===== src/rtl/core/pedal_footswitch_gesture_controller_assert.svh =====
// Assertion macros shared by the footswitch gesture controller modules.
// Each macro expects signals named clk and arst_n in the enclosing module.
`ifndef PEDAL_FOOTSWITCH_GESTURE_CONTROLLER_ASSERT_SVH
`define PEDAL_FOOTSWITCH_GESTURE_CONTROLLER_ASSERT_SVH

// Same-cycle implication, checked outside reset.
`define PFGC_ASSERT_IMPL(label, ante, cons) \
	label: assert property (@(posedge clk) disable iff (!arst_n) (ante) |-> (cons)) \
		else $error("pfgc same-cycle check failed");

// Next-cycle implication, checked outside reset.
`define PFGC_ASSERT_NEXT(label, ante, cons) \
	label: assert property (@(posedge clk) disable iff (!arst_n) (ante) |=> (cons)) \
		else $error("pfgc next-cycle check failed");

`endif


===== src/rtl/core/pfgc_pkg.sv =====
// Types and constants of the footswitch gesture controller.
// Used by the interfaces, the gesture core, the blink unit and the top level.
package pfgc_pkg;

	localparam int unsigned CountWidth = 10;
	localparam int unsigned IndexWidth = 2;

	localparam logic [CountWidth-1:0] CountMax = 10'd1023;
	localparam logic [5:0] BlinkLong = 6'd40;
	localparam logic [4:0] BlinkShort = 5'd25;

	// Register indexes of the configuration port.
	localparam logic [IndexWidth-1:0] RegHoldTicks = 2'd0;
	localparam logic [IndexWidth-1:0] RegButtonHoldTicks = 2'd1;
	localparam logic [IndexWidth-1:0] RegButtonFitted = 2'd2;

	localparam logic [CountWidth-1:0] HoldTicksReset = 10'd94;
	localparam logic [CountWidth-1:0] ButtonHoldTicksReset = 10'd33;

	// LFO page codes.
	localparam logic [1:0] PageNone = 2'd0;
	localparam logic [1:0] PageOne = 2'd1;
	localparam logic [1:0] PageTwo = 2'd2;

	typedef struct packed {
		logic footswitch_one;
		logic footswitch_two;
		logic toggle_four;
		logic lfo_button;
		logic engine_recording;
	} pfgc_in_t;

	typedef struct packed {
		logic       bypass_out;
		logic       record_request;
		logic       page_three;
		logic [1:0] page_shown;
		logic       division_latch;
		logic       clear_pulse;
		logic       reset_pulse;
		logic       engaged_led;
		logic       led_two_red;
		logic       led_two_green;
		logic       button_led_red;
		logic       button_led_green;
	} pfgc_out_t;

	// From the gesture core to the blink unit, all taken after this item's update.
	typedef struct packed {
		logic       clear_load;
		logic       reset_load;
		logic       latch_load;
		logic       record_latch;
		logic       bypass_latch;
		logic       division_state;
		logic [1:0] page_shown;
	} pfgc_blink_ctl_t;

	typedef struct packed {
		logic record_request;
		logic page_three;
		logic clear_pulse;
		logic reset_pulse;
	} pfgc_flags_t;

	typedef struct packed {
		logic red;
		logic green;
		logic button_red;
		logic button_green;
	} pfgc_led_t;

endpackage


===== src/rtl/core/pfgc_if.sv =====
// Valid/ready channel interfaces of the footswitch gesture controller.
// Depends on pfgc_pkg for the payload types.
interface pfgc_in_if;
	logic valid;
	logic ready;
	pfgc_pkg::pfgc_in_t payload;

	modport source (output valid, output payload, input ready);
	modport sink (input valid, input payload, output ready);
endinterface

interface pfgc_out_if;
	logic valid;
	logic ready;
	pfgc_pkg::pfgc_out_t payload;

	modport source (output valid, output payload, input ready);
	modport sink (input valid, input payload, output ready);
endinterface


===== src/rtl/core/pfgc_core.sv =====
// Gesture state of the footswitch controller: button, footswitches, record,
// bypass and the page-three division latch. Depends on pfgc_pkg.
`include "pedal_footswitch_gesture_controller_assert.svh"

module pfgc_core (
	input  logic                                 clk,
	input  logic                                 arst_n,
	input  logic                                 en,
	input  pfgc_pkg::pfgc_in_t                   item,
	input  logic [pfgc_pkg::CountWidth-1:0]      hold_ticks,
	input  logic [pfgc_pkg::CountWidth-1:0]      button_hold_ticks,
	input  logic                                 button_fitted,
	output pfgc_pkg::pfgc_blink_ctl_t            ctl,
	output pfgc_pkg::pfgc_flags_t                flags
);

	function automatic logic [pfgc_pkg::CountWidth-1:0] sat_inc(
		input logic [pfgc_pkg::CountWidth-1:0] c);
		return (c == pfgc_pkg::CountMax) ? c : c + 1'b1;
	endfunction

	function automatic logic [1:0] next_page(input logic [1:0] p);
		logic [1:0] n;
		case (p)
			pfgc_pkg::PageNone: n = pfgc_pkg::PageOne;
			pfgc_pkg::PageOne:  n = pfgc_pkg::PageTwo;
			pfgc_pkg::PageTwo:  n = pfgc_pkg::PageNone;
			default:            n = pfgc_pkg::PageOne;
		endcase
		return n;
	endfunction

	logic bypass_q, record_q, both_used_q;
	logic fs1_down_q, fs1_used_q, fs2_down_q, fs2_used_q;
	logic [pfgc_pkg::CountWidth-1:0] fs1_cnt_q, fs2_cnt_q, btn_cnt_q;
	logic btn_down_q, btn_held_q;
	logic [1:0] page_q, last_page_q;
	logic division_q, toggle_ref_q, p3_before_q;

	logic bypass_d, record_d, both_used_d;
	logic fs1_down_d, fs1_used_d, fs2_down_d, fs2_used_d;
	logic [pfgc_pkg::CountWidth-1:0] fs1_cnt_d, fs2_cnt_d, btn_cnt_d;
	logic btn_down_d, btn_held_d;
	logic [1:0] page_d, last_page_d;
	logic division_d, toggle_ref_d, p3_before_d;

	logic p1, p2, page3, btn;
	logic clear_p, reset_p, latch_load, rec_req;
	logic [1:0] page_shown;

	assign p1 = item.footswitch_one;
	assign p2 = item.footswitch_two;
	assign page3 = p1 & ~p2;
	assign btn = button_fitted & item.lfo_button;

	// The sections run in a fixed order on the updated values, so each one
	// sees what the one before it has just written.
	always_comb begin
		bypass_d = bypass_q;
		record_d = record_q;
		both_used_d = both_used_q;
		fs1_down_d = fs1_down_q;
		fs1_used_d = fs1_used_q;
		fs1_cnt_d = fs1_cnt_q;
		fs2_down_d = fs2_down_q;
		fs2_used_d = fs2_used_q;
		fs2_cnt_d = fs2_cnt_q;
		btn_down_d = btn_down_q;
		btn_held_d = btn_held_q;
		btn_cnt_d = btn_cnt_q;
		page_d = page_q;
		last_page_d = last_page_q;
		division_d = division_q;
		toggle_ref_d = toggle_ref_q;
		clear_p = 1'b0;
		reset_p = 1'b0;
		latch_load = 1'b0;

		if (btn) begin
			if (!btn_down_d) begin
				btn_down_d = 1'b1;
				btn_cnt_d = '0;
				btn_held_d = 1'b0;
			end
			btn_cnt_d = sat_inc(btn_cnt_d);
			if (!btn_held_d && btn_cnt_d >= button_hold_ticks) begin
				btn_held_d = 1'b1;
			end
		end else if (btn_down_d) begin
			btn_down_d = 1'b0;
			if (!btn_held_d) begin
				page_d = next_page(page_d);
				if (page_d != pfgc_pkg::PageNone) begin
					last_page_d = page_d;
				end
			end
		end
		page_shown = btn_held_d ? last_page_d : page_d;

		if (p1 && p2) begin
			fs1_cnt_d = sat_inc(fs1_cnt_d);
			if (!both_used_d && fs1_cnt_d >= hold_ticks) begin
				reset_p = 1'b1;
				both_used_d = 1'b1;
			end
			fs1_down_d = 1'b0;
			fs1_used_d = 1'b1;
			fs2_down_d = 1'b0;
			fs2_used_d = 1'b1;
		end else if (both_used_d) begin
			if (!p1 && !p2) begin
				both_used_d = 1'b0;
				fs1_cnt_d = '0;
			end
		end

		if (page3) begin
			fs1_down_d = 1'b0;
			fs1_used_d = 1'b0;
			fs1_cnt_d = '0;
		end else if (p1) begin
			if (!fs1_down_d) begin
				fs1_down_d = 1'b1;
				fs1_cnt_d = '0;
				fs1_used_d = 1'b0;
			end
			fs1_cnt_d = sat_inc(fs1_cnt_d);
			if (!fs1_used_d && fs1_cnt_d >= hold_ticks) begin
				fs1_used_d = 1'b1;
			end
		end else if (fs1_down_d) begin
			fs1_down_d = 1'b0;
			if (!fs1_used_d) begin
				bypass_d = ~bypass_d;
			end
		end

		if (p2) begin
			if (!fs2_down_d) begin
				fs2_down_d = 1'b1;
				fs2_cnt_d = '0;
				fs2_used_d = 1'b0;
			end
			fs2_cnt_d = sat_inc(fs2_cnt_d);
			if (!fs2_used_d && fs2_cnt_d >= hold_ticks) begin
				clear_p = 1'b1;
				record_d = 1'b0;
				fs2_used_d = 1'b1;
			end
		end else if (fs2_down_d) begin
			fs2_down_d = 1'b0;
			if (!fs2_used_d) begin
				record_d = ~record_d;
			end
		end

		if (page3) begin
			if (!p3_before_q) begin
				toggle_ref_d = item.toggle_four;
			end else if (item.toggle_four != toggle_ref_d) begin
				division_d = ~division_d;
				toggle_ref_d = item.toggle_four;
				latch_load = 1'b1;
			end
		end
		p3_before_d = page3;

		// The engine sees the latch before an automatic stop clears it.
		rec_req = record_d;
		if (record_d && !item.engine_recording) begin
			record_d = 1'b0;
		end
	end

	always_ff @(posedge clk or negedge arst_n) begin
		if (!arst_n) begin
			bypass_q <= 1'b1;
			record_q <= 1'b0;
			both_used_q <= 1'b0;
			fs1_down_q <= 1'b0;
			fs1_used_q <= 1'b0;
			fs1_cnt_q <= '0;
			fs2_down_q <= 1'b0;
			fs2_used_q <= 1'b0;
			fs2_cnt_q <= '0;
			btn_down_q <= 1'b0;
			btn_held_q <= 1'b0;
			btn_cnt_q <= '0;
			page_q <= pfgc_pkg::PageNone;
			last_page_q <= pfgc_pkg::PageOne;
			division_q <= 1'b0;
			toggle_ref_q <= 1'b0;
			p3_before_q <= 1'b0;
		end else if (en) begin
			bypass_q <= bypass_d;
			record_q <= record_d;
			both_used_q <= both_used_d;
			fs1_down_q <= fs1_down_d;
			fs1_used_q <= fs1_used_d;
			fs1_cnt_q <= fs1_cnt_d;
			fs2_down_q <= fs2_down_d;
			fs2_used_q <= fs2_used_d;
			fs2_cnt_q <= fs2_cnt_d;
			btn_down_q <= btn_down_d;
			btn_held_q <= btn_held_d;
			btn_cnt_q <= btn_cnt_d;
			page_q <= page_d;
			last_page_q <= last_page_d;
			division_q <= division_d;
			toggle_ref_q <= toggle_ref_d;
			p3_before_q <= p3_before_d;
		end
	end

	assign ctl.clear_load = clear_p;
	assign ctl.reset_load = reset_p;
	assign ctl.latch_load = latch_load;
	assign ctl.record_latch = record_d;
	assign ctl.bypass_latch = bypass_d;
	assign ctl.division_state = division_d;
	assign ctl.page_shown = page_shown;

	assign flags.record_request = rec_req;
	assign flags.page_three = page3;
	assign flags.clear_pulse = clear_p;
	assign flags.reset_pulse = reset_p;

	`PFGC_ASSERT_IMPL(a_page_in_range, 1'b1, page_q != 2'd3)
	`PFGC_ASSERT_IMPL(a_last_page_set, 1'b1, last_page_q != pfgc_pkg::PageNone)
	`PFGC_ASSERT_NEXT(a_reset_marks_used, en && reset_p, both_used_q)

endmodule


===== src/rtl/core/pfgc_blink.sv =====
// LED blink chain and LED legs of the footswitch gesture controller.
// Depends on pfgc_pkg; fed by pfgc_core once per item.
`include "pedal_footswitch_gesture_controller_assert.svh"

module pfgc_blink (
	input  logic                       clk,
	input  logic                       arst_n,
	input  logic                       en,
	input  logic                       button_fitted,
	input  pfgc_pkg::pfgc_blink_ctl_t  ctl,
	output pfgc_pkg::pfgc_led_t        led
);

	// Parity of the count divided by six, nine and five, as small tables.
	function automatic logic odd_sixth(input logic [5:0] v);
		logic r;
		case (v) inside
			[6'd6:6'd11], [6'd18:6'd23], [6'd30:6'd35], [6'd42:6'd47], [6'd54:6'd59]:
				r = 1'b1;
			default: r = 1'b0;
		endcase
		return r;
	endfunction

	function automatic logic odd_ninth(input logic [5:0] v);
		logic r;
		case (v) inside
			[6'd9:6'd17], [6'd27:6'd35], [6'd45:6'd53]: r = 1'b1;
			default: r = 1'b0;
		endcase
		return r;
	endfunction

	function automatic logic odd_fifth(input logic [5:0] v);
		logic r;
		case (v) inside
			[6'd5:6'd9], [6'd15:6'd19], [6'd25:6'd29], [6'd35:6'd39], [6'd45:6'd49],
			[6'd55:6'd59]:
				r = 1'b1;
			default: r = 1'b0;
		endcase
		return r;
	endfunction

	logic [5:0] clear_q, reset_q;
	logic [4:0] latch_q;
	logic [5:0] clear_d, reset_d;
	logic [4:0] latch_d;
	logic red, green, blinking, btn_red, btn_green;

	always_comb begin
		clear_d = ctl.clear_load ? pfgc_pkg::BlinkLong : clear_q;
		reset_d = ctl.reset_load ? pfgc_pkg::BlinkLong : reset_q;
		latch_d = ctl.latch_load ? pfgc_pkg::BlinkShort : latch_q;

		// Only the first running counter of the chain drives red and counts down.
		if (clear_d != 6'd0) begin
			red = odd_sixth(clear_d);
			clear_d = clear_d - 6'd1;
		end else if (reset_d != 6'd0) begin
			red = odd_ninth(reset_d);
			reset_d = reset_d - 6'd1;
		end else if (latch_d != 5'd0) begin
			red = latch_d[2];
			latch_d = latch_d - 5'd1;
		end else begin
			red = ctl.record_latch;
		end

		blinking = (clear_d != 6'd0) || (reset_d != 6'd0) || (latch_d != 5'd0);
		green = 1'b0;
		btn_red = 1'b0;
		btn_green = 1'b0;
		if (button_fitted) begin
			green = blinking ? red : (~ctl.record_latch & ~ctl.bypass_latch);
			if (ctl.division_state && !ctl.record_latch && !blinking) begin
				green = 1'b1;
			end
			if (reset_d != 6'd0) begin
				btn_red = odd_fifth(reset_d);
				btn_green = btn_red;
			end else begin
				btn_red = ctl.page_shown == pfgc_pkg::PageOne;
				btn_green = ctl.page_shown == pfgc_pkg::PageTwo;
			end
		end
	end

	always_ff @(posedge clk or negedge arst_n) begin
		if (!arst_n) begin
			clear_q <= '0;
			reset_q <= '0;
			latch_q <= '0;
		end else if (en) begin
			clear_q <= clear_d;
			reset_q <= reset_d;
			latch_q <= latch_d;
		end
	end

	assign led.red = red;
	assign led.green = green;
	assign led.button_red = btn_red;
	assign led.button_green = btn_green;

	`PFGC_ASSERT_NEXT(a_clear_starts, en && ctl.clear_load, clear_q == pfgc_pkg::BlinkLong - 6'd1)
	`PFGC_ASSERT_IMPL(a_latch_bound, 1'b1, latch_q <= pfgc_pkg::BlinkShort)
	`PFGC_ASSERT_IMPL(a_unfitted_dark, !button_fitted, !green && !btn_red && !btn_green)

endmodule


===== src/rtl/core/pedal_footswitch_gesture_controller.sv =====
// Footswitch gesture controller for a looper pedal.
// One item on "items" is one audio-block tick: the debounced footswitch, SW4
// and LFO button levels plus the engine's record status. Each item yields one
// result on "results": bypass, record request, page three, LFO page, the
// division latch, one-tick clear and reset commands and the LED legs.
// An accepted item sits in the input register, then the gesture logic writes the
// result register, from which the result is offered on "results".
// Throughput: one item per cycle; input register and result register form a
// two-entry pipe, so an item is taken while an earlier result waits.
// When the receiver stalls the result holds, the input register fills, and
// then ready drops until the result is taken.
// Configuration: cfg_write with cfg_index 0 (hold ticks), 1 (button hold
// ticks) or 2 (button fitted) stores cfg_data at that edge; other indexes are
// ignored. Write only while the block holds no item.
// Reset (arst_n low) empties the pipe, restores the register defaults (94, 33,
// not fitted) and leaves the effect bypassed with all counters cleared.
`include "pedal_footswitch_gesture_controller_assert.svh"

module pedal_footswitch_gesture_controller (
	input  logic                                 clk,
	input  logic                                 arst_n,
	pfgc_in_if.sink                              items,
	pfgc_out_if.source                           results,
	input  logic                                 cfg_write,
	input  logic [pfgc_pkg::IndexWidth-1:0]      cfg_index,
	input  logic [pfgc_pkg::CountWidth-1:0]      cfg_data
);

	logic [pfgc_pkg::CountWidth-1:0] hold_ticks_q, button_hold_ticks_q;
	logic button_fitted_q;

	logic valid_s1;
	pfgc_pkg::pfgc_in_t item_s1;
	logic out_valid_q;
	pfgc_pkg::pfgc_out_t result_q;

	logic advance, take;
	pfgc_pkg::pfgc_blink_ctl_t ctl;
	pfgc_pkg::pfgc_flags_t flags;
	pfgc_pkg::pfgc_led_t led;
	pfgc_pkg::pfgc_out_t result_d;

	always_ff @(posedge clk or negedge arst_n) begin
		if (!arst_n) begin
			hold_ticks_q <= pfgc_pkg::HoldTicksReset;
			button_hold_ticks_q <= pfgc_pkg::ButtonHoldTicksReset;
			button_fitted_q <= 1'b0;
		end else if (cfg_write) begin
			case (cfg_index)
				pfgc_pkg::RegHoldTicks:       hold_ticks_q <= cfg_data;
				pfgc_pkg::RegButtonHoldTicks: button_hold_ticks_q <= cfg_data;
				pfgc_pkg::RegButtonFitted:    button_fitted_q <= cfg_data[0];
				default: ;
			endcase
		end
	end

	assign advance = valid_s1 & (~out_valid_q | results.ready);
	assign items.ready = ~valid_s1 | advance;
	assign take = items.valid & items.ready;

	always_ff @(posedge clk or negedge arst_n) begin
		if (!arst_n) begin
			valid_s1 <= 1'b0;
		end else if (take) begin
			valid_s1 <= 1'b1;
		end else if (advance) begin
			valid_s1 <= 1'b0;
		end
	end

	always_ff @(posedge clk) begin
		if (take) begin
			item_s1 <= items.payload;
		end
	end

	pfgc_core u_core (
		.clk               (clk),
		.arst_n            (arst_n),
		.en                (advance),
		.item              (item_s1),
		.hold_ticks        (hold_ticks_q),
		.button_hold_ticks (button_hold_ticks_q),
		.button_fitted     (button_fitted_q),
		.ctl               (ctl),
		.flags             (flags)
	);

	pfgc_blink u_blink (
		.clk           (clk),
		.arst_n        (arst_n),
		.en            (advance),
		.button_fitted (button_fitted_q),
		.ctl           (ctl),
		.led           (led)
	);

	always_comb begin
		result_d.bypass_out = ctl.bypass_latch;
		result_d.record_request = flags.record_request;
		result_d.page_three = flags.page_three;
		result_d.page_shown = ctl.page_shown;
		result_d.division_latch = ctl.division_state;
		result_d.clear_pulse = flags.clear_pulse;
		result_d.reset_pulse = flags.reset_pulse;
		result_d.engaged_led = ~ctl.bypass_latch;
		result_d.led_two_red = led.red;
		result_d.led_two_green = led.green;
		result_d.button_led_red = led.button_red;
		result_d.button_led_green = led.button_green;
	end

	always_ff @(posedge clk or negedge arst_n) begin
		if (!arst_n) begin
			out_valid_q <= 1'b0;
		end else if (advance) begin
			out_valid_q <= 1'b1;
		end else if (results.ready) begin
			out_valid_q <= 1'b0;
		end
	end

	always_ff @(posedge clk) begin
		if (advance) begin
			result_q <= result_d;
		end
	end

	assign results.valid = out_valid_q;
	assign results.payload = result_q;

	`PFGC_ASSERT_NEXT(a_advance_fills_out, advance, out_valid_q)
	`PFGC_ASSERT_NEXT(a_stall_keeps_item, valid_s1 && !advance, valid_s1)
	`PFGC_ASSERT_IMPL(a_ready_when_empty, !valid_s1, items.ready)

endmodule

===== src/flat_wrapper.sv =====
// flat-port wrapper written by rule: the top's interface ports become plain ports
module pedal_footswitch_gesture_controller_flat 
  (clk, arst_n, cfg_write, cfg_index, cfg_data, items_valid, items_payload, items_ready, results_valid, results_payload, results_ready);
  pfgc_in_if items_i ();
  pfgc_out_if results_i ();
  input  logic clk;
  input  logic arst_n;
  input  logic cfg_write;
  input  logic [pfgc_pkg::IndexWidth-1:0] cfg_index;
  input  logic [pfgc_pkg::CountWidth-1:0] cfg_data;
  input wire logic [$bits(items_i.valid)-1:0] items_valid;
  input wire logic [$bits(items_i.payload)-1:0] items_payload;
  output wire logic [$bits(items_i.ready)-1:0] items_ready;
  output wire logic [$bits(results_i.valid)-1:0] results_valid;
  output wire logic [$bits(results_i.payload)-1:0] results_payload;
  input wire logic [$bits(results_i.ready)-1:0] results_ready;
  assign items_i.valid = items_valid;
  assign items_i.payload = items_payload;
  assign items_ready = items_i.ready;
  assign results_valid = results_i.valid;
  assign results_payload = results_i.payload;
  assign results_i.ready = results_ready;
  pedal_footswitch_gesture_controller u_core (.clk(clk), .arst_n(arst_n), .items(items_i), .results(results_i), .cfg_write(cfg_write), .cfg_index(cfg_index), .cfg_data(cfg_data));
endmodule

===== config.mk =====
export PLATFORM = sky130hd
export DESIGN_NAME = pedal_footswitch_gesture_controller_flat
export DESIGN_NICKNAME = d
export VERILOG_FILES = /design/src/rtl/core/pfgc_pkg.sv /design/src/rtl/core/pfgc_if.sv /design/src/rtl/core/pfgc_core.sv /design/src/rtl/core/pfgc_blink.sv /design/src/rtl/core/pedal_footswitch_gesture_controller.sv /design/src/flat_wrapper.sv
export VERILOG_INCLUDE_DIRS = /design/src /design/src/rtl/core
export SDC_FILE = /design/constraint.sdc
export NUM_CORES = 1
export LEC_CHECK = 0
export BUFFER_PORTS_ARGS = -buffer_cell sky130_fd_sc_hd__buf_4
export CORE_MARGIN = 10
export CORE_UTILIZATION = 40
export CTS_BUF_LIST = sky130_fd_sc_hd__clkbuf_4
export DETAILED_ROUTE_END_ITERATION = 8
export HOLD_SLACK_MARGIN = 0.06
export PLACE_DENSITY = 0.54
export SYNTH_ARGS = -nofsm -noshare
export SYNTH_HDL_FRONTEND = slang
export SYNTH_SLANG_ARGS = --single-unit

===== constraint.sdc =====
create_clock -name clk -period 7.2 [get_ports clk]
set_clock_uncertainty 0.2 [all_clocks]
set_input_delay 1.44 -clock clk [delete_from_list [all_inputs] [get_ports clk]]
set_output_delay 1.44 -clock clk [all_outputs]
set_load 0.1 [all_outputs]

Yosys cells after proc, flatten, opt, wreduce, memory -nomap -nowiden
Index checks and enable logic that the tools add are counted.
{"block": "op_classes", "bitwise_logic": 15, "n_addsub": 7, "n_reduce_logical": 54, "magnitude_cmp": 32, "mux": 98, "n_eq_ne": 13}
{"cell": "$mux W10", "n": 16}
{"cell": "$mux W1", "n": 61}
{"cell": "$le A6 B6 Y1 const B", "n": 8}
{"cell": "$add A10 B1 Y10 const B", "n": 4}
{"cell": "$eq A10 B10 Y1 const B", "n": 4}
{"cell": "$ge A10 B10 Y1", "n": 4}
{"cell": "$ge A6 B6 Y1 const B", "n": 6}
{"cell": "$mux W6", "n": 5}
{"cell": "$ge A6 B5 Y1 const B", "n": 4}
{"cell": "$le A6 B5 Y1 const B", "n": 4}
{"cell": "$reduce_bool A6 Y1", "n": 4}
{"cell": "$logic_and A1 B1 Y1", "n": 23}
{"cell": "$mux W2", "n": 11}
{"cell": "$mux W5", "n": 4}
{"cell": "$ge A6 B3 Y1 const B", "n": 2}
{"cell": "$ge A6 B4 Y1 const B", "n": 2}
{"cell": "$le A6 B4 Y1 const B", "n": 2}
{"cell": "$reduce_and A2 Y1", "n": 6}
{"cell": "$sub A6 B1 Y6 const B", "n": 2}
{"cell": "$reduce_bool A5 Y1", "n": 2}
{"cell": "$logic_not A1 Y1", "n": 9}
{"cell": "$not A1 Y1", "n": 8}
{"cell": "$eq A2 B1 Y1 const B", "n": 3}
{"cell": "$eq A2 B2 Y1 const B", "n": 3}
{"cell": "13 further kinds", "n": 22}
{"block": "word_totals", "in_bits": 22, "wordCells": 261, "ff_bits": 104}

Logic depth before layout (Yosys ltp)
{"block": "depth", "depth_word": 19, "depth_mapped": 31, "depth_no_buf": 30}

Modules after synthesis
A second synthesis with hierarchy kept.
{"block": "hier_totals", "cells_unflattened": 835, "area_unflattened_um2": 7614.8}
{"module": "pfgc_core", "area_each_um2": 4221.5, "cells_per_inst": 517, "instances": 1}
{"module": "pfgc_blink", "area_each_um2": 1901.8, "cells_per_inst": 244, "instances": 1}
{"module": "pedal_footswitch_gesture_controller", "area_each_um2": 1491.4, "cells_per_inst": 74, "instances": 1}

Worst setup path before layout
OpenSTA, ideal clock, no wires.
{"block": "synth_path", "path_kind": "register to register", "from": "reg u_core.item_s1[3] (netlist bit)", "to": "reg u_core.result_q (netlist bit u_core.results.payload[0]), data pin", "period_less_slack_ns": 5.825, "required_time_ns": 6.732, "arrival_time_ns": 5.358, "path_slack_ns": 1.375, "stages_incl_launch_ff": 30, "setup_time_ns": 0.268, "path_cell_list": "edfxtp_1 -> nand2_1 -> and2_0 -> buf_2 -> and2_1 -> ha_1 -> nand2_1 -> or2_1 -> nor2_1 -> nand4_2 -> nor2b_1 -> xnor2_1 -> ha_1 -> a211o_1 -> a21oi_2 -> o21a_2 -> nor2_1 -> o21ai_0 -> nand2_1 -> ha_1 -> nor2b_1 -> nand2_2 -> a211oi_1 -> o21ai_1 -> mux2i_1 -> nor2_1 -> maj3_1 -> o21ai_1 -> a2111oi_2 -> a21boi_1"}
{"block": "synth_between", "elab_chain_len": 18, "elab_cells_between_ends": 45, "classes_between": "add/sub (2); order compare (13); eq/ne (1); mux (16); reduce/logical (13)"}
{"element": "start, declared", "line": "pedal_footswitch_gesture_controller.sv:33", "source": "pfgc_pkg::pfgc_in_t item_s1;"}
{"element": "start signal, assigned", "line": "pedal_footswitch_gesture_controller.sv:74", "source": "item_s1 <= items.payload;"}
{"element": "$logic_and A1 B1 Y1", "line": "pfgc_core.sv:100", "source": "if (p1 && p2) begin"}
{"element": "$mux W1", "line": "pfgc_core.sv:100"}
{"element": "$mux W10", "line": "pfgc_core.sv:139", "source": "if (!fs2_down_d) begin"}
{"element": "$mux W10", "line": "pfgc_core.sv:138", "source": "if (p2) begin"}
{"element": "$add A10 B1 Y10 or $eq A10 B10 Y1 (tied branches)", "line": "pfgc_core.sv:19", "source": "return (c == pfgc_pkg::CountMax) ? c : c + 1'b1;"}
{"element": "$mux W10", "line": "pfgc_core.sv:19"}
{"element": "$ge A10 B10 Y1", "line": "pfgc_core.sv:145", "source": "if (!fs2_used_d && fs2_cnt_d >= hold_ticks) begin"}
{"element": "$logic_and A1 B1 Y1", "line": "pfgc_core.sv:145"}
{"element": "[... 2 more ...]"}
{"element": "$mux W6", "line": "pfgc_blink.sv:52", "source": "clear_d = ctl.clear_load ? pfgc_pkg::BlinkLong : clear_q;"}
{"element": "$reduce_bool A6 Y1", "line": "pfgc_blink.sv:57", "source": "if (clear_d != 6'd0) begin"}
{"element": "$mux W6 (*)", "line": "pfgc_blink.sv:57"}
{"element": "$ge A6 B3 Y1 (not written as such), or another cell as far along", "line": "pfgc_blink.sv:80", "source": "btn_red = odd_fifth(reset_d);"}
{"element": "$logic_and A1 B1 Y1 (not written as such)", "line": "pfgc_blink.sv:80"}
{"element": "$reduce_or A6 Y1", "line": "pfgc_blink.sv:36", "source": "case (v) inside"}
{"element": "$mux W1", "line": "pfgc_blink.sv:36"}
{"element": "$mux W1 (*)", "line": "pfgc_blink.sv:79", "source": "if (reset_d != 6'd0) begin"}
{"element": "end signal, assigned", "line": "pedal_footswitch_gesture_controller.sv:126", "source": "result_q <= result_d;"}
{"element": "end, declared", "line": "pedal_footswitch_gesture_controller.sv:35", "source": "pfgc_pkg::pfgc_out_t result_q;"}
Every way passes the cells marked *; elsewhere a longest branch is shown, timed or not. The select of a mux whose other input is x is not followed.
A chain may end at the register's enable or synchronous reset.

Final worst setup path
{"block": "layout_path", "from": "reg u_core.item_s1[4] (netlist bit)", "to": "reg u_core.result_q (netlist bit u_core.results.payload[1]), data pin"}
{"block": "layout_between", "elab_chain_len": 18, "elab_cells_between_ends": 45, "classes_between": "add/sub (2); order compare (13); eq/ne (1); mux (16); reduce/logical (13)"}
{"element": "$logic_and A1 B1 Y1 (*)", "line": "pfgc_core.sv:100"}
{"element": "$mux W1", "line": "pfgc_core.sv:100"}
{"element": "$mux W10", "line": "pfgc_core.sv:139"}
{"element": "$mux W10", "line": "pfgc_core.sv:138"}
{"element": "$add A10 B1 Y10 or $eq A10 B10 Y1 (tied branches)", "line": "pfgc_core.sv:19"}
{"element": "$mux W10", "line": "pfgc_core.sv:19"}
{"element": "$ge A10 B10 Y1", "line": "pfgc_core.sv:145"}
{"element": "$logic_and A1 B1 Y1", "line": "pfgc_core.sv:145"}
{"element": "[... 2 more ...]"}
{"element": "$mux W6", "line": "pfgc_blink.sv:52"}
{"element": "$reduce_bool A6 Y1", "line": "pfgc_blink.sv:57"}
{"element": "$mux W6 (*)", "line": "pfgc_blink.sv:57"}
{"element": "$ge A6 B3 Y1 (not written as such), or another cell as far along", "line": "pfgc_blink.sv:80"}
{"element": "$logic_and A1 B1 Y1 (not written as such)", "line": "pfgc_blink.sv:80"}
{"element": "$reduce_or A6 Y1", "line": "pfgc_blink.sv:36"}
{"element": "$mux W1", "line": "pfgc_blink.sv:36"}
{"element": "$mux W1 (*)", "line": "pfgc_blink.sv:79"}
Marked as above.

==> results.json <==
{
  "outcome": "completed",
  "clk_pin_slew_ns": 0.18,
  "cts_made_buffers": 9,
  "die_w_um": 153,
  "yosysWarnings": 0,
  "place_congestion": 0.894,
  "syn_area_um2": 7100,
  "ys_seq_area_share_pct": 38.1,
  "worstPathMaxFanout": 8,
  "critPathBufInv": 0,
  "synth_cells": 767,
  "clk_latency_ns": 0.51,
  "setup-violations-final": 0,
  "synth_area_leaders": "dfrtp_1 27%, ha_1 9.7%, edfxtp_1 7.6%, nand2_1 5.4%, mux2_2 5.4%",
  "multi_input_area_um2": 4120,
  "syn_avg_cell_area_um2": 9.26,
  "grt_pass1_vias": 5497,
  "portBuffers": 36,
  "total_power_mw": 2.25,
  "ios": 37,
  "finalSetupTns_ns": 0,
  "synth_edf_count": 18,
  "drtIter0Drc": 336,
  "slowest_stage": "edfxtp_1",
  "worstSetupEndpointType": "flop",
  "vias": 5648,
  "p_leak_nw": 3.45,
  "arrival_ns": 6.61,
  "ys_async_sr_fraction_pct": 82.7,
  "synth_cell_types": 89,
  "min_path_type": "reg2reg",
  "antenna_found_initial": 1,
  "rsz0062_at_grt": "no",
  "synth-seq-cells": 104,
  "regArea_um2": 2700,
  "cpPeakStageDelay_ns": 0.50,
  "viasPerCell": 5.49,
  "die_area_um2": 23500,
  "fillCellCount": 1695,
  "grt_max_degree": 63,
  "cts_root_buffer": "clkbuf_4",
  "synth_nets": 844,
  "hold_violations": 0,
  "synth_top_area_share_pct": 27.1,
  "wl_per_cell_um": 16.9,
  "cp-start-kind": "flop",
  "grt_remaining_overflow": 0,
  "drv_slew": 0,
  "cap_violations": 0,
  "drive_gt1_share_pct": 17.0,
  "fmax_mhz": 153,
  "htree_levels": 3,
  "crit_top_cell": "o21ai_1",
  "grt_util_all_layers_pct": 14.9,
  "rows": 48,
  "start_util_pct": 40.9,
  "finalCritPeriodShare_pct": 90.8,
  "synth_area_leader_cell": "dfrtp_1",
  "cts_tree": "done",
  "power_density_nw_per_um2": 291,
  "yosys_most_used_dff": "dfrtp_1",
  "peakVddDrop_mv": 0.247,
  "drc": 0,
  "fin_util_pct": 44.6,
  "cp.required_ns": 7.27,
  "grt_pass1_wl_mm": 29.1,
  "fp.dieH_um": 153,
  "postRouteAntennaNets": 0,
  "core_area_um2": 17400,
  "finalCriticalPeriod_ns": 6.54,
  "drt_wl_total_mm": 17.4,
  "syn2layout_area_growth_pct": 9.06,
  "nets": 873,
  "hold_ws_ns": 0.297,
  "crit_family": "simple AND/OR/NAND/NOR gates",
  "clkSinkCount": 104,
  "firstDrtPassIters": 5,
  "hpwl_mm": 13.2,
  "tightest_slew_ns": 0.813,
  "slew_headroom_pct": 45.8,
  "crit_type": "reg2reg",
  "clock_path_buffers": 2
}
sequential cells by signal (all words and copies together), names as in the netlist, 2 cells and up:
| signal | cells |
|---|---|
| u_core.button_hold_ticks_q | 10 |
| u_core.hold_ticks_q | 10 |
| u_core.item_s1 | 5 |
| u_core.results.payload | 13 |
| u_core.u_blink.clear_q | 6 |
| u_core.u_blink.latch_q | 5 |
| u_core.u_blink.reset_q | 6 |
| u_core.u_core.btn_cnt_q | 10 |
| u_core.u_core.fs1_cnt_q | 10 |
| u_core.u_core.fs2_cnt_q | 10 |
| u_core.u_core.last_page_q | 2 |
| u_core.u_core.page_q | 2 |
stage by stage:
stage | setup WS (ns) | instances | instance area, um2
2_1_floorplan | 1.37 | 767 | 7100
3_3_place_gp | 0.727 | 1004 | 7560
3_5_place_dp | 0.391 | 1004 | 7560
4_1_cts | 0.367 | 1020 | 7690
5_1_grt | 0.0757 | 1028 | 7740
6_report | 0.659 | 1028 | 7740
cell usage after synthesis, drive strengths merged, types with 4 or more instances:
library cell / instances
o21a: 7
a31oi: 7
and3: 5
dfrtp: 77
a211oi: 5
mux2i: 5
nor2: 52
o211ai: 7
nor3b: 4
nor3: 13
nand3: 21
nand2b: 14
edfxtp: 18
nand4: 12
nor2b: 7
a211o: 4
a21oi: 47
inv: 36
xor2: 17
ha: 55
dfstp: 9
mux2: 36
nand3b: 7
buf: 13
o21ai: 58
and2: 23
clkbuf: 16
xnor2: 14
nand2: 104
a21o: 11
o31ai: 9
worst paths after layout:
check / end / depth (start not counted) / slack [ns] / startpoint
worst max-delay path: u_core.results.payload[1] / 28 / 0.66 / u_core.item_s1[4]
worst min-delay path: u_core.u_core.btn_cnt_q[0] / 2 / 0.30 / u_core.u_core.btn_cnt_q[0]
worst max register to register: u_core.results.payload[1] / 28 / 0.66 / u_core.item_s1[4]
worst min register to register: u_core.u_core.btn_cnt_q[0] / 2 / 0.30 / u_core.u_core.btn_cnt_q[0]
max in group asynchronous: u_core.u_core.both_used_q / 2 / 5.01 / arst_n
min in group asynchronous: u_core.u_core.btn_cnt_q[0] / 1 / 0.63 / arst_n
worst min-delay path, cell delays in order (launching register included):
cell	delay, ns
dfrtp_1	0.38
nand2_1	0.04
o21ai_0	0.06
placed cells by master (no fill, tap or decap), types with 9 or more instances in the layout:
cell,count
a21o_1,11
a21oi_1,45
and2_1,22
buf_4,47
clkbuf_4,9
dfrtp_1,77
dfstp_2,9
edfxtp_1,18
ha_1,55
inv_1,36
mux2_2,34
nand2_1,103
nand2b_1,14
nand3_1,20
nand4_1,9
nor2_1,51
nor3_1,10
o21ai_0,49
o31ai_1,9
xnor2_1,14
xor2_1,17
area by class of cell:
type | count | share of cell area (%)
antenna | 2 | 0.0646
clock buffer | 9 | 0.873
clock inverter | 7 | 0.856
inverter | 37 | 1.86
multi-input combinational | 597 | 53.2
sequential | 104 | 34.9
tap | 225 | 3.64
timing repair buffer | 47 | 4.56
where the power goes:
group          switching, mW  total, mW  internal, mW  leakage (nW)
Combinational          0.668       1.07         0.398          2.12
Clock                  0.226      0.305        0.0790        0.0732
Sequential             0.142      0.881         0.739          1.26
cell families after synthesis:
| group | count (synthesis) | share of synthesized area (%) |
|---|---|---|
| AND/OR/NAND/NOR | 278 | 19.9 |
| AO/OA/AOI/OAI | 191 | 17.9 |
| flip-flops | 104 | 38.1 |
| buffers and inverters | 66 | 3.93 |
| adder cells (fa/ha/maj) | 56 | 9.83 |
| multiplexers | 41 | 6.52 |
| XOR/XNOR | 31 | 3.82 |
what timing repair did:
item / CTS / global route
setup buffers: 0 / 6
endpoints found under the setup margin: 0 / 3
gates resized for setup: 0 / 1
hold buffers: 0 / 0
layer usage:
metal,global-route usage [%],part of all wire [%]
met5,0,0
met4,3.27,1.1
met3,3.54,5.1
met2,22.5,44
met1,21.0,50
(Power assumes the default switching activity.)
